$ cat src/rtl/core/tole_pkg.sv
package tole_pkg;

  typedef enum logic [2:0] {
    CMD_APPEND   = 3'd0,
    CMD_INS_POS  = 3'd1,
    CMD_INS_TIME = 3'd2,
    CMD_DROP     = 3'd3,
    CMD_READ     = 3'd4,
    CMD_FIND     = 3'd5,
    CMD_CLEAR    = 3'd6
  } cmd_e;

  typedef enum logic [1:0] {
    ST_DONE      = 2'd0,
    ST_FULL      = 2'd1,
    ST_RANGE     = 2'd2,
    ST_NOT_FOUND = 2'd3
  } status_e;

  typedef enum logic {
    S_IDLE  = 1'b0,
    S_APPLY = 1'b1
  } fsm_e;

  localparam logic [7:0] NULL_TYPE    = 8'hAA;
  localparam logic [7:0] NULL_VOICE   = 8'hFF;
  localparam logic [6:0] LIMIT_RESET  = 7'd64;

  typedef struct packed {
    logic [2:0]        command;
    logic [6:0]        position;
    logic [31:0]       time_stamp;
    logic [7:0]        event_type;
    logic [4:0]        channel;
    logic [6:0]        note_value;
    logic [6:0]        data_byte;
    logic signed [7:0] voice;
  } in_item_t;

  typedef struct packed {
    logic [1:0]        status;
    logic [5:0]        found_position;
    logic [6:0]        list_length;
    logic [31:0]       time_stamp_out;
    logic [7:0]        event_type_out;
    logic [4:0]        channel_out;
    logic [6:0]        note_value_out;
    logic [6:0]        data_byte_out;
    logic signed [7:0] voice_out;
  } out_item_t;

  typedef struct packed {
    logic [31:0]       time_stamp;
    logic [7:0]        event_type;
    logic [4:0]        channel;
    logic [6:0]        note_value;
    logic [6:0]        data_byte;
    logic signed [7:0] voice;
  } entry_t;

  typedef struct packed {
    logic ins;
    logic drop;
  } cell_ctl_t;

endpackage

$ cat src/rtl/core/tole_cell.sv
module tole_cell #(
  parameter int IDX = 0,
  parameter int IW  = 6
) (
  input  logic               clk,
  input  tole_pkg::cell_ctl_t ctl,
  input  logic [IW-1:0]      op_idx,
  input  tole_pkg::entry_t   new_entry,
  input  tole_pkg::entry_t   left_entry,
  input  tole_pkg::entry_t   right_entry,
  input  logic [31:0]        cmp_stamp,
  input  logic [6:0]         cmp_note,
  output tole_pkg::entry_t   entry_o,
  output tole_pkg::entry_t   rd_o,
  output logic               ge_o,
  output logic               eq_o
);
  import tole_pkg::*;

  localparam logic [IW-1:0] MY_IDX = IW'(IDX);

  entry_t entry_r;
  entry_t entry_nxt;
  logic   hit;

  assign hit = (op_idx == MY_IDX);

  // Insert pushes the upper part of the row up by one; drop pulls it down.
  always_comb begin
    entry_nxt = entry_r;
    if (ctl.ins) begin
      if (hit) begin
        entry_nxt = new_entry;
      end else if (MY_IDX > op_idx) begin
        entry_nxt = left_entry;
      end
    end else if (ctl.drop) begin
      if (MY_IDX >= op_idx) begin
        entry_nxt = right_entry;
      end
    end
  end

  always_ff @(posedge clk) begin
    entry_r <= entry_nxt;
  end

  assign entry_o = entry_r;
  assign rd_o    = hit ? entry_r : '0;
  assign ge_o    = (entry_r.time_stamp >= cmp_stamp);
  assign eq_o    = (entry_r.note_value == cmp_note);

endmodule

$ cat config.mk
export PLATFORM = sky130hd
export DESIGN_NAME = tole_cell
export DESIGN_NICKNAME = d
export VERILOG_FILES = /design/src/rtl/core/tole_pkg.sv /design/src/rtl/core/tole_cell.sv
export SDC_FILE = /design/constraint.sdc
export NUM_CORES = 1
export LEC_CHECK = 0
export ABC_CLOCK_PERIOD_IN_PS = 6150
export BUFFER_PORTS_ARGS = -buffer_cell sky130_fd_sc_hd__buf_2
export CORE_AREA = 2 2 149 151
export DETAILED_ROUTE_END_ITERATION = 12
export DIE_AREA = 0 0 151 153
export GPL_ROUTABILITY_DRIVEN = 0
export PLACE_DENSITY = 0.56
export SYNTH_ARGS = -nofsm -noshare
export SYNTH_HDL_FRONTEND = slang
export SYNTH_SLANG_ARGS = --single-unit
$ cat constraint.sdc
create_clock -name clk -period 6.15 [get_ports clk]
set_input_delay 1.23 -clock clk [delete_from_list [all_inputs] [get_ports clk]]
set_output_delay 1.23 -clock clk [all_outputs]
set_load 0.01 [all_outputs]
==> impl_metrics.py <==
metrics = {
    "finish": {
        "largest_reg_flops": 67,
        "seqCellArea_um2": 2012,
        "fin_area_um2": 7152,
        "multi_input_area_um2": 2384,
        "fill_cells": 2345,
        "final_common_cell": "buf_2",
        "nets": 1204,
        "synthToLayoutAreaGrowth_pct": 53.57,
        "layout_common_cells": "buf_2, nand2_1, nor2_1",
        "final_layout_size_suffix_gt1_share_pct": 43.97,
    },
    "sta": {
        "max_slew_margin_pct": 36.20,
        "min_period_over_period_pct": 70.43,
        "final-hold-violation-count": 0,
        "fin_tns_setup_ps": 0,
        "report.final.slew_viol_count": 0,
        "final.min_clock_period_ps": 4331,
        "fmax_ghz": 0.2309,
        "layout_setup_ws_ps": 1819,
        "worstMarginPinSlew_ps": 954.8,
        "rsz0062_at_grt": "no",
        "setup_viol": 0,
    },
    "logic_synthesis": {
        "syn_area_per_cell_um2": 8.301,
        "synth_adder_area_share_pct": 8.598,
        "synthArstFlopShare_pct": 0,
        "yosysUniqueCellTypes": 32,
        "muxShareOfSynthArea_pct": 0,
        "synth_area_um2": 4657,
        "ys_warn_count": 0,
        "synth_top_family_by_area": "simple AND/OR/NAND/NOR gates",
        "synth.net_count": 842,
        "synth_compound_area_share_pct": 12.68,
        "synth_edf_count": 67,
        "yosys.area_share.simple_pct": 28.21,
        "ys.flop_type": "edfxtp_1",
        "yosys.area_share.xor_xnor_pct": 1.316,
        "yosysSeqAreaShare_pct": 43.20,
        "ys_ff_latch": 67,
        "syn-instance-count": 561,
    },
    "worst_hold_path": {
        "hold_path_class": "in2reg",
        "hold_depth": 3,
    },
    "power": {
        "max-vdd-ir-drop_mv": 0.1058,
        "intPower_uw": 962.8,
        "swShare_pct": 23.35,
        "clkPwrFrac_pct": 44.3,
        "p_seq_share_pct": 41.0,
        "p_leak_uw": 0.003696,
        "power_density_nw_per_um2": 175.6,
        "total_power_uw": 1256,
        "power.switching_uw": 293.3,
        "comb_power_share_pct": 14.7,
    },
    "worst_setup_path": {
        "cp_data_required_time_ps": 4920,
        "cp-start-kind": "input pin",
        "critPathKind": "in2out",
        "critPathArrivalTime_ps": 3100,
        "cp-end-kind": "output pin",
        "path_max_fanout": 2,
    },
    "clocking": {
        "postCtsHoldBufs": 0,
        "cts.sinks": 67,
        "cts_buffers": 9,
        "clk_path_buf_depth": 2,
        "tritoncts": "done",
        "h-tree-depth": 3,
        "path_clk_slew_ps": 60,
        "cts_resized": 0,
        "post-cts-setup-buffers": 0,
        "cts_root_buffer": "clkbuf_16",
    },
    "detailed_routing": {
        "drc": 0,
        "drt-wirelength-per-cell_um": 14.41,
        "first_pass_iters": 4,
        "via_per_inst": 4.331,
        "vias": 5236,
        "routed_wl_um": 17420,
        "drt-initial-drc-count": 190,
        "drtAntennaViolNets": 0,
    },
    "floorplan": {
        "core_area_um2": 21490,
        "start_util_pct": 21.67,
        "io_pins": 385,
        "die-width_um": 151,
        "fp.dieH_um": 153,
        "die-area_um2": 23100,
        "rows": 54,
    },
    "global_routing": {
        "grt_max_degree": 72,
        "antenna_found_initial": 1,
        "track_usage_pct": 14.40,
        "grt.overflow.total": 0,
        "first_global_vias": 4873,
        "grt_pass1_wl_um": 25610,
    },
    "run": {
        "maxCapViolCount": 0,
    },
    "placed_design": {
        "dp_hpwl_um": 13490,
        "place_area_um2": 6833,
        "portBuffers": 384,
        "place_ws_ps": 1688,
    },
    "run_status": {
        "status": "completed",
    },
}
-- power by group through the flow --
stage | Combinational (uW) | Sequential [uW] | Clock (uW)
after CTS | 188 | 515 | 578
after global placement | 185 | 524 | 0
final | 185 | 515 | 556
after global routing | 210 | 515 | 600
after detailed placement | 188 | 524 | 0
after floorplan | 81.3 | 526 | 0
-- metal layers --
metal,vias up,track usage (%),wire length [um]
met5,-,0,0
met4,0,4.628,288
met3,20,3.075,1228
met2,241,25.61,8876
met1,2334,17.13,7029
li1,2641,-,-
-- Yosys cell counts, types with 5 or more instances --
library cell / instances / area share, %
a21oi_1: 6 / 0.64
and2_1: 66 / 8.9
a31oi_1: 67 / 9.0
nand4_1: 5 / 0.67
nand3_1: 5 / 0.54
nor2_1: 76 / 6.1
inv_1: 32 / 2.6
edfxtp_1: 67 / 43
buf_2: 10 / 1.1
nand2_1: 136 / 11
ha_1: 32 / 8.6
clkbuf_1: 21 / 1.7
-- critical path, stage by stage --
cell and delay [ps]:
buf_2 80, inv_1 40, ha_1 290, a21o_1 180, a221oi_1 270, o21ai_0 180, a311oi_1 500, o21ai_1 170
buf_2 170
-- stage by stage --
step | hold WS, ps | cells | util [%]
2_1_floorplan | 1479 | 561 | -
3_3_place_gp | 1575 | 1192 | 31.80
3_5_place_dp | 1579 | 1192 | 31.80
4_1_cts | 1214 | 1208 | 33.28
5_1_grt | 1228 | 1209 | 33.29
6_report | 1236 | 1209 | 33.29
-- cell families (layout without fill, tap and decap cells) --
family,Yosys count,in the layout
simple gates,295,295
compound gates,91,91
buf+inv,69,436
flops,67,67
fa+ha+maj,32,32
xor+xnor,7,7
other cells,0,1
-- final timing paths --
| kind | from | end | slack [ps] |
|---|---|---|---|
| setup / recovery | cmp_stamp[5] | ge_o | 1820 |
| hold / removal | right_entry[6] | entry_o[6] | 1240 |
-- area by class of cell --
| cell class | instances | area share (%) |
|---|---|---|
| Tap cell | 280 | 4.899 |
| Sequential cell | 67 | 28.13 |
| Timing Repair Buffer | 388 | 27.50 |
| Clock buffer | 9 | 3.149 |
| Inverter | 32 | 1.679 |
| Antenna cell | 1 | 0.03499 |
| Multi-Input combinational cell | 425 | 33.33 |
| Clock inverter | 7 | 1.277 |
No activity file was read; power rests on OpenSTA's default activity.
